--- src/rtl/core/iee_pkg.sv ---
// ----------------------------------------------------------------------------
// iee_pkg: shared types and constants of the infix expression evaluator
// Character codes, status codes, sequencer states and the control structs
// that pass between the sequencer and the iterative arithmetic unit.
// ----------------------------------------------------------------------------
`default_nettype none

package iee_pkg;

  // Character codes that carry meaning.
  localparam logic [7:0] CHAR_ZERO  = 8'h30;
  localparam logic [7:0] CHAR_NINE  = 8'h39;
  localparam logic [7:0] CHAR_PLUS  = 8'h2B;
  localparam logic [7:0] CHAR_MINUS = 8'h2D;
  localparam logic [7:0] CHAR_STAR  = 8'h2A;
  localparam logic [7:0] CHAR_SLASH = 8'h2F;

  // Result status codes.
  localparam logic [1:0] ST_OK        = 2'd0;
  localparam logic [1:0] ST_DIVZERO   = 2'd1;
  localparam logic [1:0] ST_MALFORMED = 2'd2;
  localparam logic [1:0] ST_OVERFLOW  = 2'd3;

  typedef enum logic [2:0] {
    S_IDLE,
    S_CLOSE,
    S_FOLD,
    S_WAIT,
    S_AFTER,
    S_DONE
  } state_e;

  // What the sequencer does once the pending literal is folded.
  typedef enum logic [2:0] {
    OPK_ADD,
    OPK_SUB,
    OPK_MUL,
    OPK_DIV,
    OPK_END
  } op_kind_e;

  // Multiplicative operator waiting for its right operand.
  typedef enum logic [1:0] {
    MOP_NONE,
    MOP_MUL,
    MOP_DIV
  } mul_op_e;

  typedef struct packed {
    logic start;
    logic is_div;
  } alu_req_t;

  typedef struct packed {
    logic busy;
    logic done;
  } alu_rsp_t;

endpackage

`default_nettype wire

--- src/rtl/core/iee_in_if.sv ---
// ----------------------------------------------------------------------------
// iee_in_if: character request channel
// Carries one expression character and its end-of-expression flag.
// ----------------------------------------------------------------------------
`default_nettype none

interface iee_in_if;
  logic       valid;
  logic       ready;
  logic [7:0] char_code;
  logic       last_char;

  modport source (output valid, output char_code, output last_char, input ready);
  modport sink   (input valid, input char_code, input last_char, output ready);
endinterface

`default_nettype wire

--- src/rtl/core/iee_out_if.sv ---
// ----------------------------------------------------------------------------
// iee_out_if: result request channel
// Carries the value and status of one finished expression.
// ----------------------------------------------------------------------------
`default_nettype none

interface iee_out_if;
  logic               valid;
  logic               ready;
  logic signed [31:0] value;
  logic        [1:0]  status;

  modport source (output valid, output value, output status, input ready);
  modport sink   (input valid, input value, input status, output ready);
endinterface

`default_nettype wire

--- src/rtl/core/iee_alu.sv ---
// ----------------------------------------------------------------------------
// iee_alu: iterative multiply and signed divide unit
// One bit per cycle through a single shared adder.
// Multiply keeps the low WIDTH bits; divide truncates toward zero.
// ----------------------------------------------------------------------------
`default_nettype none

module iee_alu #(
  parameter int WIDTH = 32
) (
  input  wire logic               clk_i,
  input  wire logic               rst_ni,
  input  wire iee_pkg::alu_req_t  req_i,
  input  wire logic [WIDTH-1:0]   a_i,
  input  wire logic [WIDTH-1:0]   b_i,
  output iee_pkg::alu_rsp_t       rsp_o,
  output logic [WIDTH-1:0]        result_o
);

  localparam int CW = $clog2(WIDTH);
  localparam int AW = WIDTH + 2;

  logic             busy_q, busy_d;
  logic             done_q, done_d;
  logic [CW-1:0]    cnt_q, cnt_d;
  logic             div_q, div_d;
  logic             neg_q, neg_d;
  logic [WIDTH-1:0] a_q, a_d;
  logic [WIDTH-1:0] b_q, b_d;
  logic [WIDTH-1:0] acc_q, acc_d;

  logic             na, nb;
  logic [WIDTH-1:0] ma, mb;
  logic [AW-1:0]    add_x, add_y, add_s;
  logic             add_sub;

  assign na = a_i[WIDTH-1];
  assign nb = b_i[WIDTH-1];
  assign ma = na ? (~a_i + WIDTH'(1)) : a_i;
  assign mb = nb ? (~b_i + WIDTH'(1)) : b_i;

  // Shared adder: accumulate for multiply, trial subtract for divide.
  always_comb begin
    if (div_q) begin
      add_x   = AW'({acc_q, a_q[WIDTH-1]});
      add_y   = AW'(b_q);
      add_sub = 1'b1;
    end else begin
      add_x   = AW'(acc_q);
      add_y   = AW'(a_q);
      add_sub = 1'b0;
    end
    add_s = add_x + (add_sub ? ~add_y : add_y) + AW'(add_sub);
  end

  always_comb begin
    busy_d = busy_q;
    done_d = 1'b0;
    cnt_d  = cnt_q;
    div_d  = div_q;
    neg_d  = neg_q;
    a_d    = a_q;
    b_d    = b_q;
    acc_d  = acc_q;
    if (req_i.start) begin
      busy_d = 1'b1;
      cnt_d  = CW'(WIDTH - 1);
      div_d  = req_i.is_div;
      neg_d  = na ^ nb;
      acc_d  = '0;
      if (req_i.is_div) begin
        a_d = ma;
        b_d = mb;
      end else begin
        a_d = a_i;
        b_d = b_i;
      end
    end else if (busy_q) begin
      if (div_q) begin
        if (!add_s[AW-1]) begin
          acc_d = add_s[WIDTH-1:0];
          a_d   = {a_q[WIDTH-2:0], 1'b1};
        end else begin
          acc_d = {acc_q[WIDTH-2:0], a_q[WIDTH-1]};
          a_d   = {a_q[WIDTH-2:0], 1'b0};
        end
      end else begin
        if (b_q[0]) begin
          acc_d = add_s[WIDTH-1:0];
        end
        a_d = {a_q[WIDTH-2:0], 1'b0};
        b_d = {1'b0, b_q[WIDTH-1:1]};
      end
      if (cnt_q == '0) begin
        busy_d = 1'b0;
        done_d = 1'b1;
      end else begin
        cnt_d = cnt_q - CW'(1);
      end
    end
  end

  always_ff @(posedge clk_i or negedge rst_ni) begin
    if (!rst_ni) begin
      busy_q <= 1'b0;
      done_q <= 1'b0;
      cnt_q  <= '0;
      div_q  <= 1'b0;
    end else begin
      busy_q <= busy_d;
      done_q <= done_d;
      cnt_q  <= cnt_d;
      div_q  <= div_d;
    end
  end

  always_ff @(posedge clk_i) begin
    neg_q <= neg_d;
    a_q   <= a_d;
    b_q   <= b_d;
    acc_q <= acc_d;
  end

  assign rsp_o.busy = busy_q;
  assign rsp_o.done = done_q;
  assign result_o   = div_q ? (neg_q ? (~a_q + WIDTH'(1)) : a_q) : acc_q;

endmodule

`default_nettype wire

--- src/rtl/core/infix_expression_evaluator.sv ---
// ----------------------------------------------------------------------------
// infix_expression_evaluator: character-serial integer expression evaluator
// Folds digits and + - * / into a value with * and / bound before + and -.
// ----------------------------------------------------------------------------
// Usage: characters arrive one request at a time on req_i (char_code plus
// last_char). Digits extend the current literal, operators fold it, and all
// other characters are ignored. The request with last_char set closes the
// expression, and one result (value, status) leaves on rsp_o.
// Sequence: a digit or an ignored character is taken in S_IDLE. An operator
// passes S_FOLD and S_AFTER and waits in S_WAIT when it folds a multiply or
// divide, since the shared shift-add and restoring divide unit retires one
// bit per cycle. Closing passes S_CLOSE, the same fold states for a pending
// literal, and then S_DONE.
// The result sits in an output register; while the receiver stalls the block
// keeps taking characters and waits only when it has a new result to place.
// Reset clears the expression state and drops any result not yet taken.
// ----------------------------------------------------------------------------
`default_nettype none

module infix_expression_evaluator #(
  parameter int WIDTH = 32
) (
  input  wire logic clk_i,
  input  wire logic rst_ni,
  iee_in_if.sink    req_i,
  iee_out_if.source rsp_o
);

  iee_pkg::state_e   state_q, state_d;
  iee_pkg::op_kind_e opk_q, opk_d;
  iee_pkg::mul_op_e  mop_q, mop_d;

  logic [WIDTH-1:0] lit_q, lit_d;
  logic             pend_q, pend_d;
  logic [WIDTH-1:0] term_q, term_d;
  logic             tv_q, tv_d;
  logic [WIDTH-1:0] sum_q, sum_d;
  logic             minus_q, minus_d;
  logic [1:0]       err_q, err_d;
  logic             last_q, last_d;

  logic               out_valid_q, out_valid_d;
  logic signed [31:0] out_value_q, out_value_d;
  logic [1:0]         out_status_q, out_status_d;

  logic                 accept, is_digit, is_op, out_free, fold_start, lit_ovf;
  logic [3:0]           digit;
  logic [WIDTH+3:0]     lit10;
  logic signed [WIDTH-1:0] sum_s;
  iee_pkg::op_kind_e    char_kind;
  iee_pkg::alu_req_t    alu_req;
  iee_pkg::alu_rsp_t    alu_rsp;
  logic [WIDTH-1:0]     alu_result;

  assign accept   = req_i.valid && req_i.ready;
  assign is_digit = (req_i.char_code >= iee_pkg::CHAR_ZERO) &&
                    (req_i.char_code <= iee_pkg::CHAR_NINE);
  assign is_op    = (req_i.char_code == iee_pkg::CHAR_PLUS) ||
                    (req_i.char_code == iee_pkg::CHAR_MINUS) ||
                    (req_i.char_code == iee_pkg::CHAR_STAR) ||
                    (req_i.char_code == iee_pkg::CHAR_SLASH);
  assign digit    = 4'(req_i.char_code - iee_pkg::CHAR_ZERO);
  assign out_free = !out_valid_q || rsp_o.ready;
  assign sum_s    = sum_q;

  // literal * 10 + digit; anything at or above the sign bit overflows.
  assign lit10   = ({4'b0, lit_q} << 3) + ({4'b0, lit_q} << 1) + (WIDTH+4)'(digit);
  assign lit_ovf = (lit10[WIDTH+3:WIDTH-1] != '0);

  // A multiply, or a divide by a nonzero literal, needs the iterative unit.
  assign fold_start = tv_q && ((mop_q == iee_pkg::MOP_MUL) ||
                               ((mop_q == iee_pkg::MOP_DIV) && (lit_q != '0)));

  always_comb begin
    case (req_i.char_code)
      iee_pkg::CHAR_PLUS:  char_kind = iee_pkg::OPK_ADD;
      iee_pkg::CHAR_MINUS: char_kind = iee_pkg::OPK_SUB;
      iee_pkg::CHAR_STAR:  char_kind = iee_pkg::OPK_MUL;
      default:             char_kind = iee_pkg::OPK_DIV;
    endcase
  end

  iee_alu #(
    .WIDTH (WIDTH)
  ) u_alu (
    .clk_i    (clk_i),
    .rst_ni   (rst_ni),
    .req_i    (alu_req),
    .a_i      (term_q),
    .b_i      (lit_q),
    .rsp_o    (alu_rsp),
    .result_o (alu_result)
  );

  // Next state.
  always_comb begin
    state_d = state_q;
    case (state_q)
      iee_pkg::S_IDLE: begin
        if (accept) begin
          if (is_op && pend_q) begin
            state_d = iee_pkg::S_FOLD;
          end else if (req_i.last_char) begin
            state_d = iee_pkg::S_CLOSE;
          end
        end
      end
      iee_pkg::S_CLOSE: begin
        state_d = pend_q ? iee_pkg::S_FOLD : iee_pkg::S_DONE;
      end
      iee_pkg::S_FOLD: begin
        state_d = fold_start ? iee_pkg::S_WAIT : iee_pkg::S_AFTER;
      end
      iee_pkg::S_WAIT: begin
        if (alu_rsp.done) begin
          state_d = iee_pkg::S_AFTER;
        end
      end
      iee_pkg::S_AFTER: begin
        if (opk_q == iee_pkg::OPK_END) begin
          state_d = iee_pkg::S_DONE;
        end else if (last_q) begin
          state_d = iee_pkg::S_CLOSE;
        end else begin
          state_d = iee_pkg::S_IDLE;
        end
      end
      iee_pkg::S_DONE: begin
        if (out_free) begin
          state_d = iee_pkg::S_IDLE;
        end
      end
      default: state_d = iee_pkg::S_IDLE;
    endcase
  end

  // Datapath and outputs.
  always_comb begin
    opk_d        = opk_q;
    mop_d        = mop_q;
    lit_d        = lit_q;
    pend_d       = pend_q;
    term_d       = term_q;
    tv_d         = tv_q;
    sum_d        = sum_q;
    minus_d      = minus_q;
    err_d        = err_q;
    last_d       = last_q;
    out_valid_d  = out_valid_q && !rsp_o.ready;
    out_value_d  = out_value_q;
    out_status_d = out_status_q;
    alu_req      = '0;
    case (state_q)
      iee_pkg::S_IDLE: begin
        if (accept) begin
          last_d = req_i.last_char;
          if (is_digit) begin
            pend_d = 1'b1;
            if (lit_ovf) begin
              if (err_q == iee_pkg::ST_OK) err_d = iee_pkg::ST_OVERFLOW;
            end else begin
              lit_d = lit10[WIDTH-1:0];
            end
          end else if (is_op) begin
            if (!pend_q) begin
              if (err_q == iee_pkg::ST_OK) err_d = iee_pkg::ST_MALFORMED;
            end else begin
              opk_d = char_kind;
            end
          end
        end
      end
      iee_pkg::S_CLOSE: begin
        if (!pend_q) begin
          if (err_q == iee_pkg::ST_OK) err_d = iee_pkg::ST_MALFORMED;
        end else begin
          opk_d = iee_pkg::OPK_END;
        end
      end
      iee_pkg::S_FOLD: begin
        lit_d  = '0;
        pend_d = 1'b0;
        tv_d   = 1'b1;
        if (!tv_q || (mop_q == iee_pkg::MOP_NONE)) begin
          term_d = lit_q;
        end else if (fold_start) begin
          alu_req.start  = 1'b1;
          alu_req.is_div = (mop_q == iee_pkg::MOP_DIV);
        end else begin
          // Divide by zero: the dividend stays as the term.
          if (err_q == iee_pkg::ST_OK) err_d = iee_pkg::ST_DIVZERO;
        end
      end
      iee_pkg::S_WAIT: begin
        if (alu_rsp.done) begin
          term_d = alu_result;
        end
      end
      iee_pkg::S_AFTER: begin
        case (opk_q)
          iee_pkg::OPK_MUL: mop_d = iee_pkg::MOP_MUL;
          iee_pkg::OPK_DIV: mop_d = iee_pkg::MOP_DIV;
          default: begin
            sum_d   = minus_q ? (sum_q - term_q) : (sum_q + term_q);
            term_d  = '0;
            tv_d    = 1'b0;
            mop_d   = iee_pkg::MOP_NONE;
            minus_d = (opk_q == iee_pkg::OPK_SUB);
          end
        endcase
      end
      iee_pkg::S_DONE: begin
        if (out_free) begin
          out_valid_d  = 1'b1;
          out_value_d  = (err_q == iee_pkg::ST_OK) ? 32'(sum_s) : '0;
          out_status_d = err_q;
          lit_d        = '0;
          pend_d       = 1'b0;
          term_d       = '0;
          tv_d         = 1'b0;
          mop_d        = iee_pkg::MOP_NONE;
          sum_d        = '0;
          minus_d      = 1'b0;
          err_d        = iee_pkg::ST_OK;
          last_d       = 1'b0;
        end
      end
      default: ;
    endcase
  end

  always_ff @(posedge clk_i or negedge rst_ni) begin
    if (!rst_ni) begin
      state_q     <= iee_pkg::S_IDLE;
      opk_q       <= iee_pkg::OPK_ADD;
      mop_q       <= iee_pkg::MOP_NONE;
      lit_q       <= '0;
      pend_q      <= 1'b0;
      term_q      <= '0;
      tv_q        <= 1'b0;
      sum_q       <= '0;
      minus_q     <= 1'b0;
      err_q       <= iee_pkg::ST_OK;
      last_q      <= 1'b0;
      out_valid_q <= 1'b0;
    end else begin
      state_q     <= state_d;
      opk_q       <= opk_d;
      mop_q       <= mop_d;
      lit_q       <= lit_d;
      pend_q      <= pend_d;
      term_q      <= term_d;
      tv_q        <= tv_d;
      sum_q       <= sum_d;
      minus_q     <= minus_d;
      err_q       <= err_d;
      last_q      <= last_d;
      out_valid_q <= out_valid_d;
    end
  end

  always_ff @(posedge clk_i) begin
    out_value_q  <= out_value_d;
    out_status_q <= out_status_d;
  end

  assign req_i.ready  = (state_q == iee_pkg::S_IDLE);
  assign rsp_o.valid  = out_valid_q;
  assign rsp_o.value  = out_value_q;
  assign rsp_o.status = out_status_q;

  // The sequencer only waits while the unit is working or reporting.
  a_wait_unit: assert property (@(posedge clk_i) disable iff (!rst_ni)
    (state_q == iee_pkg::S_WAIT) |-> (alu_rsp.busy || alu_rsp.done))
    else $error("waiting on an idle arithmetic unit");

  // Issuing a result returns the expression state to its reset values.
  a_done_clears: assert property (@(posedge clk_i) disable iff (!rst_ni)
    ((state_q == iee_pkg::S_DONE) && out_free) |=>
      (!pend_q && !tv_q && (sum_q == '0) && (err_q == iee_pkg::ST_OK)))
    else $error("expression state not cleared after result");

  // Any error status comes with a zero value.
  a_err_zero: assert property (@(posedge clk_i) disable iff (!rst_ni)
    (out_valid_q && (out_status_q != iee_pkg::ST_OK)) |-> (out_value_q == '0))
    else $error("nonzero value with error status");

endmodule

`default_nettype wire

--- src/flat_wrapper.sv ---
// flat-port wrapper written by rule: the top's interface ports become plain ports
module infix_expression_evaluator_flat 
#(
  parameter int WIDTH = 32
)
  (clk_i, rst_ni, req_i_valid, req_i_char_code, req_i_last_char, req_i_ready, rsp_o_valid, rsp_o_value, rsp_o_status, rsp_o_ready);
  iee_in_if req_i_i ();
  iee_out_if rsp_o_i ();
  input  wire logic clk_i;
  input  wire logic rst_ni;
  input wire logic [$bits(req_i_i.valid)-1:0] req_i_valid;
  input wire logic [$bits(req_i_i.char_code)-1:0] req_i_char_code;
  input wire logic [$bits(req_i_i.last_char)-1:0] req_i_last_char;
  output wire logic [$bits(req_i_i.ready)-1:0] req_i_ready;
  output wire logic [$bits(rsp_o_i.valid)-1:0] rsp_o_valid;
  output wire logic [$bits(rsp_o_i.value)-1:0] rsp_o_value;
  output wire logic [$bits(rsp_o_i.status)-1:0] rsp_o_status;
  input wire logic [$bits(rsp_o_i.ready)-1:0] rsp_o_ready;
  assign req_i_i.valid = req_i_valid;
  assign req_i_i.char_code = req_i_char_code;
  assign req_i_i.last_char = req_i_last_char;
  assign req_i_ready = req_i_i.ready;
  assign rsp_o_valid = rsp_o_i.valid;
  assign rsp_o_value = rsp_o_i.value;
  assign rsp_o_status = rsp_o_i.status;
  assign rsp_o_i.ready = rsp_o_ready;
  infix_expression_evaluator #(.WIDTH(WIDTH)) u_core (.clk_i(clk_i), .rst_ni(rst_ni), .req_i(req_i_i), .rsp_o(rsp_o_i));
endmodule
--- config.mk ---
export PLATFORM = sky130hd
export DESIGN_NAME = infix_expression_evaluator_flat
export DESIGN_NICKNAME = d
export VERILOG_FILES = /design/src/rtl/core/iee_pkg.sv /design/src/rtl/core/iee_in_if.sv /design/src/rtl/core/iee_out_if.sv /design/src/rtl/core/iee_alu.sv /design/src/rtl/core/infix_expression_evaluator.sv /design/src/flat_wrapper.sv
export SDC_FILE = /design/constraint.sdc
export NUM_CORES = 1
export LEC_CHECK = 0
export ABC_AREA = 1
export BUFFER_PORTS_ARGS = -buffer_cell sky130_fd_sc_hd__buf_2
export CORE_ASPECT_RATIO = 0.8
export CORE_MARGIN = 1
export CORE_UTILIZATION = 45
export CTS_BUF_LIST = sky130_fd_sc_hd__clkbuf_8
export CTS_CLUSTER_DIAMETER = 150
export CTS_CLUSTER_SIZE = 28
export DETAILED_ROUTE_END_ITERATION = 10
export SETUP_SLACK_MARGIN = 0.05
export SKIP_LAST_GASP = 1
export SYNTH_ARGS = -nofsm -noshare
export SYNTH_HDL_FRONTEND = slang
export SYNTH_SLANG_ARGS = --single-unit
--- constraint.sdc ---
create_clock -name clk_i -period 4.1 [get_ports clk_i]
set_input_delay 0.41 -clock clk_i [delete_from_list [all_inputs] [get_ports clk_i]]
set_output_delay 0.41 -clock clk_i [all_outputs]
set_load 0.05 [all_outputs]
**After elaboration in Yosys (flattened, before gate mapping)**

Cells that the tools add are included.

- Flip-flop bits (word level): 250
- Bits of input ports: 13
- Word-level logic and storage cells: 207
- Output and inout port bits: 36

- Add/sub/neg operators: 11
- Equal/unequal tests: 35
- Reductions and logical operators: 45
- Bitwise operators: 5
- Multiplexer cells: 87
- $lt $le $gt $ge: 2

Operator list:

| kind | number |
|---|---|
| two-way mux 32 bit | 24 |
| case mux 32 bit (4 select lines) | 1 |
| adder 32 x 1 -> 32 bit, second input constant | 3 |
| inverter 32 bit | 3 |
| case mux 32 bit (3 select lines) | 1 |
| case mux 32 bit (2 select lines) | 1 |
| two-way mux 3 bit | 13 |
| adder 35 x 33 -> 36 bit | 1 |
| adder 36 x 4 -> 36 bit | 1 |
| adder 34 x 1 -> 34 bit | 1 |
| adder 34 bit | 1 |
| two-way mux 34 bit | 1 |
| inverter 34 bit | 1 |
| two-way mux 33 bit | 1 |
| adder 32 bit | 1 |
| == test 8 x 6 -> 1 bit, second input constant | 4 |
| nonzero test 32 bit | 1 |
| subtractor 32 bit | 1 |
| two-way mux 2 bit | 14 |
| inequality test 2 bit, second input constant | 10 |
| two-way mux 1 bit | 18 |
| case mux 3 bit (6 select lines) | 1 |
| two-way mux 5 bit | 3 |
| == test 3 x 2 -> 1 bit, second input constant | 4 |
| 34 further kinds | 75 |

**Logic depth before layout (Yosys ltp)**

Gate-level depths: netlist of run 1.

- Depth in word-level cells: 9
- Gate-level depth with buffers: 28
- Depth with buffers taken out: 24

**Hierarchy**

A second synthesis of run 1 with hierarchy kept.

- Cell total of the unflattened synthesis: 3195
- Area total of the unflattened synthesis: 21428.1 sq um

By module, submodules not included:

| module | cells an instance | instances | seq. area each (sq um) | area each (sq um) |
|---|---|---|---|---|
| infix_expression_evaluator | 1647 | 1 | 3798.6 | 11642.4 |
| iee_alu | 1548 | 1 | 2792.7 | 9785.6 |

**Worst setup path after synthesis of run 1**

OpenSTA, ideal clock, no wires.

- Path kind: register to register
- Start point: register u_core.u_alu.div_q
- End point: register u_core.u_alu.acc_q[6]
- Path slack: 289 ps
- Stages on the path, launching flop included: 29
- Required time: 3991 ps
- Data arrival time: 3702 ps
- Clock period less this slack: 3811 ps
- Path buffers: 4
- Library setup time: 109 ps
- Cell sequence: dfrtp_1 inv_1 clkbuf_1 clkbuf_1 buf_1 nand2_1 o21ai_0 ha_1 nand2_1 inv_1 a21oi_1 nor2_1 nor2_1 nand2_1 nand2_1 nand2_1 nand2_1 nand2_1 nand3_1 nand2_1 ha_1 nand2_1 inv_1 clkbuf_1 a21oi_1 o21ai_0 o21ai_0 nand2_1 inv_1

- Word-level cells in the longest chain between the ends: 7
- Elaborated cells on any way between the ends: 12
- Classes of those cells: 2 x add/sub; 7 x mux; 1 x bitwise; 2 x reduce/logical

RTL lines:

| element | line | RTL |
|---|---|---|
| start: declaration | iee_alu.sv:26 | `logic div_q, div_d;` |
| start signal: assignment | iee_alu.sv:113 | `div_q <= div_d;` |
| two-way mux 32 bit | iee_alu.sv:44 | `if (div_q) begin` |
| inverter 34 bit | iee_alu.sv:53 | `add_s = add_x + (add_sub ? ~add_y : add_y) + AW'(add_sub);` |
| two-way mux 34 bit | iee_alu.sv:53 |  |
| adder 34 bit | iee_alu.sv:53 |  |
| adder 34 x 1 -> 34 bit | iee_alu.sv:53 |  |
| two-way mux 32 bit (on tied branches) | iee_alu.sv:88, iee_alu.sv:80 |  |
| two-way mux 32 bit | iee_alu.sv:79 | `if (div_q) begin` |
| end signal: assignment | iee_alu.sv:121 | `acc_q <= acc_d;` |
| end: declaration | iee_alu.sv:30 | `logic [WIDTH-1:0] acc_q, acc_d;` |

Parallel ways exist; a longest one is shown, timed or not. The select of a mux whose other input is x is not followed.
A chain may end at the register's enable or synchronous reset.

**Worst setup path in the final report of run 1**

- Start point: register u_core.term_q[0]
- End point: register u_core.sum_q[27]

- Word-level cells in the longest chain between the ends: 4
- Elaborated cells on any way between the ends: 5
- Classes of those cells: 2 x add/sub; 3 x mux

RTL lines:

| element | line | RTL |
|---|---|---|
| start: declaration | infix_expression_evaluator.sv:35 | `logic [WIDTH-1:0] term_q, term_d;` |
| start signal: assignment | infix_expression_evaluator.sv:252 | `term_q <= term_d;` |
| adder 32 bit or subtractor 32 bit (tied branches) | infix_expression_evaluator.sv:204 | `sum_d = minus_q ? (sum_q - term_q) : (sum_q + term_q);` |
| two-way mux 32 bit (*) | infix_expression_evaluator.sv:204 |  |
| two-way mux 32 bit (*) | infix_expression_evaluator.sv:200 | `case (opk_q)` |
| case mux 32 bit (2 select lines) (*) | infix_expression_evaluator.sv:153 | `case (state_q)` |
| end signal: assignment | infix_expression_evaluator.sv:254 | `sum_q <= sum_d;` |
| end: declaration | infix_expression_evaluator.sv:37 | `logic [WIDTH-1:0] sum_q, sum_d;` |

Every way passes the cells marked *; elsewhere a longest branch is shown, timed or not. The select of a mux whose other input is x is not followed.

==> results of run 1 <==
-- Yosys cell counts (24+ instances only) --
library cell	count
dfxtp_1	32
buf_2	25
inv_1	336
nand2_2	32
nand2_1	681
ha_1	132
nor3_1	36
xor2_1	70
o21ai_0	257
a31oi_1	31
nand3_1	118
clkbuf_1	57
a21oi_1	255
nor2_1	376
edfxtp_1	99
dfrtp_1	119
a22oi_1	24
o21ai_1	29
nand4_1	26
-- stage by stage --
stage	util (%)	instances	cell area (sq um)	hold WS, ns	setup slack, ns
global route	49.4	3636	22100	0.0898	0.00346
detailed placement	48.6	3611	21700	0.468	0.166
CTS	49.1	3632	21900	0.0784	0.122
floorplan	-	2988	20600	0.114	0.289
global placement	48.6	3611	21700	0.448	0.242
finish	49.4	3636	22100	0.107	0.297
-- layer usage --
metal	track usage [%]	part of all wire (%)	vias up
li1	-	-	10000
met1	43.3	48	9623
met2	47.1	44	641
met3	3.59	6.1	92
met4	6.35	2.2	0
met5	0	0	-
-- power groups by stage --
stage | logic, mW | registers [mW] | clock network, mW
floorplan | 10.5 | 4.55 | 0
global placement | 14.6 | 4.66 | 0
detailed placement | 14.7 | 4.67 | 0
CTS | 14.8 | 4.61 | 1.20
global route | 17.0 | 4.75 | 1.27
finish | 15.2 | 4.65 | 1.17
-- final cells by class --
| type | count | area [sq um] | share of cell area (%) |
|---|---|---|---|
| inverters | 361 | 1360 | 6.15 |
| multi-input cells | 2279 | 12300 | 55.5 |
| clock buffers | 14 | 193 | 0.872 |
| repair buffers | 123 | 913 | 4.14 |
| well taps | 603 | 754 | 3.42 |
| clock inverters | 6 | 22.5 | 0.102 |
| flip-flops and latches | 250 | 6590 | 29.8 |
-- how the worst max path moves through the flow --
stage | startpoint | to | slack [ns]
finish | u_core.term_q[0] | u_core.sum_q[27] | 0.30
floorplan | u_core.u_alu.div_q | u_core.u_alu.acc_q[6] | 0.29
CTS | u_core.term_q[0] | u_core.sum_q[17] | 0.12
detailed placement | u_core.term_q[0] | u_core.sum_q[17] | 0.17
global route | u_core.term_q[0] | u_core.sum_q[27] | 0.003
global placement | u_core.term_q[0] | u_core.sum_q[17] | 0.24
-- kinds of logic (layout without fill, tap and decap cells) --
| kind of cell | Yosys count | in the layout | synth area share [%] |
|---|---|---|---|
| adder cells (fa/ha/maj) | 136 | 136 | 8.42 |
| XOR/XNOR | 86 | 86 | 3.66 |
| AO/OA/AOI/OAI | 732 | 732 | 20.1 |
| buffers and inverters | 459 | 504 | 8.88 |
| flip-flops | 250 | 250 | 32.1 |
| AND/OR/NAND/NOR | 1325 | 1325 | 26.9 |
-- state kept, by name (all words and copies together), names as in the netlist, 5 cells and up --
signal	count
u_core.rsp_o.value	32
u_core.u_alu.a_q	32
u_core.sum_q	32
u_core.u_alu.b_q	32
u_core.u_alu.acc_q	32
u_core.lit_q	32
u_core.term_q	32
u_core.u_alu.cnt_q	5
-- what timing repair did --
| item | CTS | global route |
|---|---|---|
| hold buffers | 1 | 0 |
| gates resized for setup | 0 | 31 |
| setup buffers | 0 | 3 |
| endpoints found under the setup margin | 0 | 49 |
| endpoints found under the hold margin | 40 | 0 |
-- worst reg2reg max path, stage by stage (launching register included) --
cell	delay [ns]
dfrtp_1	0.45
inv_1	0.13
ha_1	0.22
nand3_2	0.13
nor2_1	0.12
nand2_1	0.10
nor2_2	0.18
nand3_2	0.18
nor2_1	0.13
nand2_1	0.11
xor2_1	0.18
nand2_1	0.06
o21ai_0	0.11
ha_2	0.36
a21oi_2	0.21
nand2_1	0.09
o21bai_1	0.16
inv_1	0.13
nand3_1	0.21
a21o_1	0.25
nand2_1	0.07
nand2_1	0.05
o22ai_1	0.12
-- layout by cell type (no fill, tap or decap), drive strengths merged, types with 2 or more instances in the layout --
| cell | instances |
|---|---|
| a21o | 18 |
| a21oi | 259 |
| o31ai | 10 |
| edfxtp | 99 |
| a22oi | 24 |
| o21bai | 12 |
| or2 | 14 |
| fa | 4 |
| dfrtp | 119 |
| o221ai | 3 |
| nand3 | 122 |
| a21boi | 8 |
| nor3 | 42 |
| nor4 | 9 |
| o21a | 8 |
| o22ai | 22 |
| o32ai | 2 |
| xor2 | 70 |
| and3 | 3 |
| buf | 121 |
| nand3b | 3 |
| and2 | 2 |
| inv | 363 |
| nand4 | 26 |
| clkbuf | 15 |
| xnor2 | 16 |
| a221oi | 2 |
| a211oi | 9 |
| ha | 132 |
| o21ai | 306 |
| o211ai | 15 |
| clkinv | 4 |
| nand2 | 714 |
| dfxtp | 32 |
| nor2 | 389 |
| a31oi | 32 |
==> metrics.yaml, run 1 <==
outcome:
  status: "finished, final reports clean"
setup_path:
  crit_required_ns: 4.62
  start_kind: "flop"
  worstPathCellList: "inv_1 -> ha_1 -> nand3_2 -> nor2_1 -> nand2_1 -> nor2_2 -> nand3_2 -> nor2_1 -> nand2_1 -> xor2_1 -> nand2_1 -> o21ai_0 -> ha_2 -> a21oi_2 -> nand2_1 -> o21bai_1 -> inv_1 -> nand3_1 -> a21o_1 -> nand2_1 -> nand2_1 -> o22ai_1"
  reg2reg_setup_slack_ns: 0.30
  cp_max_fo: 6
  slowest_stage: "dfrtp_1"
  worst-path-stages: 22
  r2r_cells: 22
  worstPathArrival_ns: 4.33
  slowest_delay_ns: 0.45
  timing.rr.end: "u_core.sum_q[27]"
  endpoint_kind: "flop"
  path_buf_inv: 2
  crit-reg2reg-launch: "u_core.term_q[0]"
  cp_common_cell: "nand2_1"
  critPathTopFamily: "simple AND/OR/NAND/NOR gates"
  path_class: "reg -> reg"
placed_design:
  dpl.hpwl_mm: 54.4
  gp_congestion: 1.00
  port_buffers: 48
floorplanning:
  boundaryPins: 49
  die_area_sq_um: 46600
  die_y_um: 193
  start_util_pct: 46.0
  core_area_sq_um: 44700
  num_rows: 69
  die_w_um: 241
cts:
  clock_path_buffers: 3
  htree_levels: 1
  path_clk_slew_ns: 0.20
  insertion_delay_ns: 0.60
  clockRootBuffer: "clkbuf_8"
  cts_tree: "built"
  clock-sinks: 250
  numCtsBuffers: 12
hold_path:
  holdPathStages: 3
  hold_start: "req_i_last_char"
  hold_path_class: "in -> reg"
  hold_end: "u_core.last_q"
sta:
  rsz0062_at_grt: "yes"
  hold_violations: 0
  setup_violations: 0
  slew_viol_final: 0
  maxSlewHeadroom_pct: 38.7
  period_share_pct: 92.7
  setup_tns_ns: 0
  fin_skew_ns: 0.0282
  fmax_mhz: 263
  tightest_slew_ns: 0.918
  period_minus_slack_ns: 3.80
cells_and_area:
  diodes: 0
  nets: 3176
  area_growth_pct: 7.41
  n_fill_cell: 4818
  drive_gt1_share_pct: 9.13
drt:
  drc_errors: 0
  ant_nets: 0
  first_pass_iters: 7
  routed_via_density: 5.60
  drt_iter0_markers: 2072
  dr_total_vias: 20400
  wl_per_cell_um: 19.0
  wirelength_mm: 69.2
power_and_ir_drop:
  total_power_mw: 21.0
  peakVddDrop_uv: 447
  p_clk_share_pct: 5.6
  power.density_nw_per_um2: 950
  netSwitchingFraction_pct: 56.7
  p_seq_share_pct: 22.2
  p_sw_mw: 11.9
  p_comb_share_pct: 72.3
  power.internal_mw: 9.08
  p_leak_nw: 10.4
logic_synthesis:
  synth_area_leaders: "dfrtp_1 (14%), edfxtp_1 (14%), nand2_1 (12%)"
  ys_ff_latch: 250
  syn_area_sq_um: 20600
  yosysTopAreaCell: "dfrtp_1"
  async_flop_share_pct: 47.6
  netlist_instances: 2988
  ys.flop_type: "dfrtp_1"
  syn_avg_cell_area_sq_um: 6.88
  seq_area_frac_synth_pct: 32.1
  syn-num-nets: 3137
  synth_edf_count: 99
  yosysUniqueCellTypes: 60
  synth.top_cell.area_share_pct: 14.5
  yosys_warnings: 0
grt:
  antenna_found_initial: 0
  grt_pass1_wl_mm: 108
  track_usage_pct: 29.8
  grt_overflow: 0
  grt_max_degree: 80
  grt_pass1_vias: 19600
run:
  max_cap_violations: 0
Power figures use the tool's default switching activity.
==> inputs of run 2 (changes only) <==
Settings changed: CORE_UTILIZATION 45 to 50, PLACE_DENSITY set to 0.69.
==> run 2 against run 1 <==
Critical path depth fell by 4. Sequential share of layout area rose by 0.27 points. Combinational power is 3% lower. Setup slack improved by 0.092 ns.
==> metrics.yaml, run 2 (synthesis results as in run 1) <==
floorplanning:
  die_area_sq_um: 41900  # was 46600 sq um
  num_rows: 66  # was 69
  core_area_sq_um: 40600  # was 44700 sq um
  die_w_um: 229  # was 241 um
  die_y_um: 183  # was 193 um
  boundaryPins: 49  # unchanged
  start_util_pct: 50.6  # was 46.0%
setup_path:
  worst-path-stages: 18  # was 22
  slowest_stage: "dfrtp_2"  # was dfrtp_1
  crit_required_ns: 4.58  # was 4.62 ns
  path_class: "reg -> reg"  # unchanged
  r2r_cells: 18  # was 22
  slowest_delay_ns: 0.48  # was 0.45 ns
  cp_max_fo: 36  # was 6
  path_buf_inv: 4  # was 2
  cp_common_cell: "nand2_1"  # unchanged
  worstPathCellList: "buf_4 -> clkbuf_16 -> buf_4 -> nand2_1 -> o21ai_1 -> nand2_1 -> nand2_1 -> inv_1 -> fa_1 -> nand2_1 -> a31oi_2 -> a21oi_1 -> o21ai_1 -> a21boi_0 -> or2_0 -> nand3_1 -> nand2_1 -> a21oi_1"  # was inv_1 -> ha_1 -> nand3_2 -> nor2_1 -> nand2_1 -> nor2_2 -> nand3_2 -> nor2_1 -> nand2_1 -> xor2_1 -> nand2_1 -> o21ai_0 -> ha_2 -> a21oi_2 -> nand2_1 -> o21bai_1 -> inv_1 -> nand3_1 -> a21o_1 -> nand2_1 -> nand2_1 -> o22ai_1
  worstPathArrival_ns: 4.19  # was 4.33 ns
  endpoint_kind: "flop"  # unchanged
  start_kind: "flop"  # unchanged
  critPathTopFamily: "compound AO/OA/AOI/OAI gates"  # was simple AND/OR/NAND/NOR gates
cts:
  cts_tree: "built"  # unchanged
  htree_levels: 1  # unchanged
  clockRootBuffer: "clkbuf_8"  # unchanged
  clock-sinks: 250  # unchanged
  numCtsBuffers: 12  # unchanged
  clock_path_buffers: 3  # unchanged
  insertion_delay_ns: 0.59  # was 0.60 ns
  path_clk_slew_ns: 0.20  # about the same
cells_and_area:
  layoutNonFillerInstCount: 3557  # was 3636
  diodes: 0  # unchanged
  drive_gt1_share_pct: 8.53  # was 9.13%
  final_common_cell: "nand2_1"  # unchanged
  fin_util_pct: 53.9  # was 49.4%
  final_area_sq_um: 21900  # was 22100 sq um
  final_cell_mix: "nand2_1 (680), nor2_1 (365), inv_1 (340)"  # was nand2_1 (681), nor2_1 (367), inv_1 (341)
  nets: 3156  # was 3176
  area_growth_pct: 6.46  # was 7.41%
sta:
  period_share_pct: 90.5  # was 92.7%
  maxSlewHeadroom_pct: 35.0  # was 38.7%
  slew_viol_final: 0  # unchanged
  fmax_mhz: 269  # was 263 MHz
  period_minus_slack_ns: 3.71  # was 3.80 ns
  fin_skew_ns: 0.0327  # was 0.0282 ns
  setup_violations: 0  # unchanged
  rsz0062_at_grt: "no"  # was yes
  tightest_slew_ns: 0.974  # was 0.918 ns
  finalWorstSetupSlack_ns: 0.389  # was 0.297 ns
  setup_tns_ns: 0  # unchanged
  hold_violations: 0  # unchanged
grt:
  grt_pass1_wl_mm: 103  # was 108 mm
  grt_pass1_vias: 19100  # was 19600
  track_usage_pct: 30.6  # was 29.8%
  grt_overflow: 0  # unchanged
  antenna_found_initial: 0  # unchanged
  grt_max_degree: 103  # was 80
power_and_ir_drop:
  peakVddDrop_uv: 450  # was 447 uV
  power.density_nw_per_um2: 944  # was 950 nW/um^2
  p_leak_nw: 10.4  # about the same
hold_path:
  hold_path_class: "in -> reg"  # unchanged
  holdPathStages: 3  # unchanged
drt:
  wl_per_cell_um: 18.3  # was 19.0 um
  routed_via_density: 5.73  # was 5.60
  ant_nets: 0  # unchanged
  dr_total_vias: 20400  # about the same
  drc_errors: 0  # unchanged
  drt_iter0_markers: 2058  # was 2072
  first_pass_iters: 6  # was 7
  wirelength_mm: 65.3  # was 69.2 mm
placed_design:
  pre_cts_slack_ns: 0.179  # was 0.166 ns
  gp_congestion: 0.969  # was 1.00
  port_buffers: 48  # unchanged
  dp.cells: 3530  # was 3611
  dpl.hpwl_mm: 50.8  # was 54.4 mm
  placed_area_sq_um: 21500  # was 21700 sq um
outcome:
  status: "finished, final reports clean"  # unchanged
run:
  max_cap_violations: 0  # unchanged
-- run 2: final cells by class --
class	count	area, sq um
Clock buffer	13	179
Sequential cell	250	6590
Tap cell	544	681
Clock inverter	7	26.3
Timing Repair Buffer	103	788
Fill cell	4120	18700
Inverter	361	1360
Multi-Input combinational cell	2279	12300
-- run 2: power by group --
group / switching (mW) / internal, mW
Clock: 0.835 / 0.299
Sequential: 1.05 / 3.67
Combinational: 9.83 / 4.98
Total: 11.7 / 8.94
-- run 2: tightest hold or removal path: stages --
cell,delay [ns]
buf_2,0.09
inv_1,0.07
o31ai_1,0.08
-- run 2: path summary, 6_finish.rpt --
path                                       start                endpoint  slack (ns)
max                           u_core.u_alu.div_q  u_core.u_alu.acc_q[18]        0.39
min                              req_i_last_char           u_core.last_q         0.1
max reg2reg                   u_core.u_alu.div_q  u_core.u_alu.acc_q[18]        0.39
min reg2reg                u_core.u_alu.acc_q[9]   u_core.u_alu.acc_q[9]        0.50
max in group asynchronous                 rst_ni       u_core.term_q[21]        2.58
min in group asynchronous                 rst_ni         u_core.opk_q[0]        0.48
-- run 2: per-layer routing --
| layer | track usage [%] | routed length, um | up-vias |
|---|---|---|---|
| met5 | 0 | 0 | - |
| met4 | 7.03 | 1520 | 0 |
| met3 | 3.98 | 4740 | 89 |
| met2 | 48.0 | 28500 | 790 |
| met1 | 44.5 | 30500 | 9532 |
| li1 | - | - | 9978 |
-- run 2: what timing repair did --
item                                    4_1_cts  5_1_grt
gates resized for setup                       0       28
endpoints found under the setup margin        0       25
hold buffers                                  1        0
hold endpoints to repair                     15        0
setup buffers                                 0        4
-- run 2: stage by stage --
step,hold slack (ns),total power [mW]
finish,0.0986,20.7
global route,0.0680,22.6
CTS,0.0759,20.2
detailed placement,0.468,19.0
global placement,0.463,18.8
floorplan,0.114,15.1
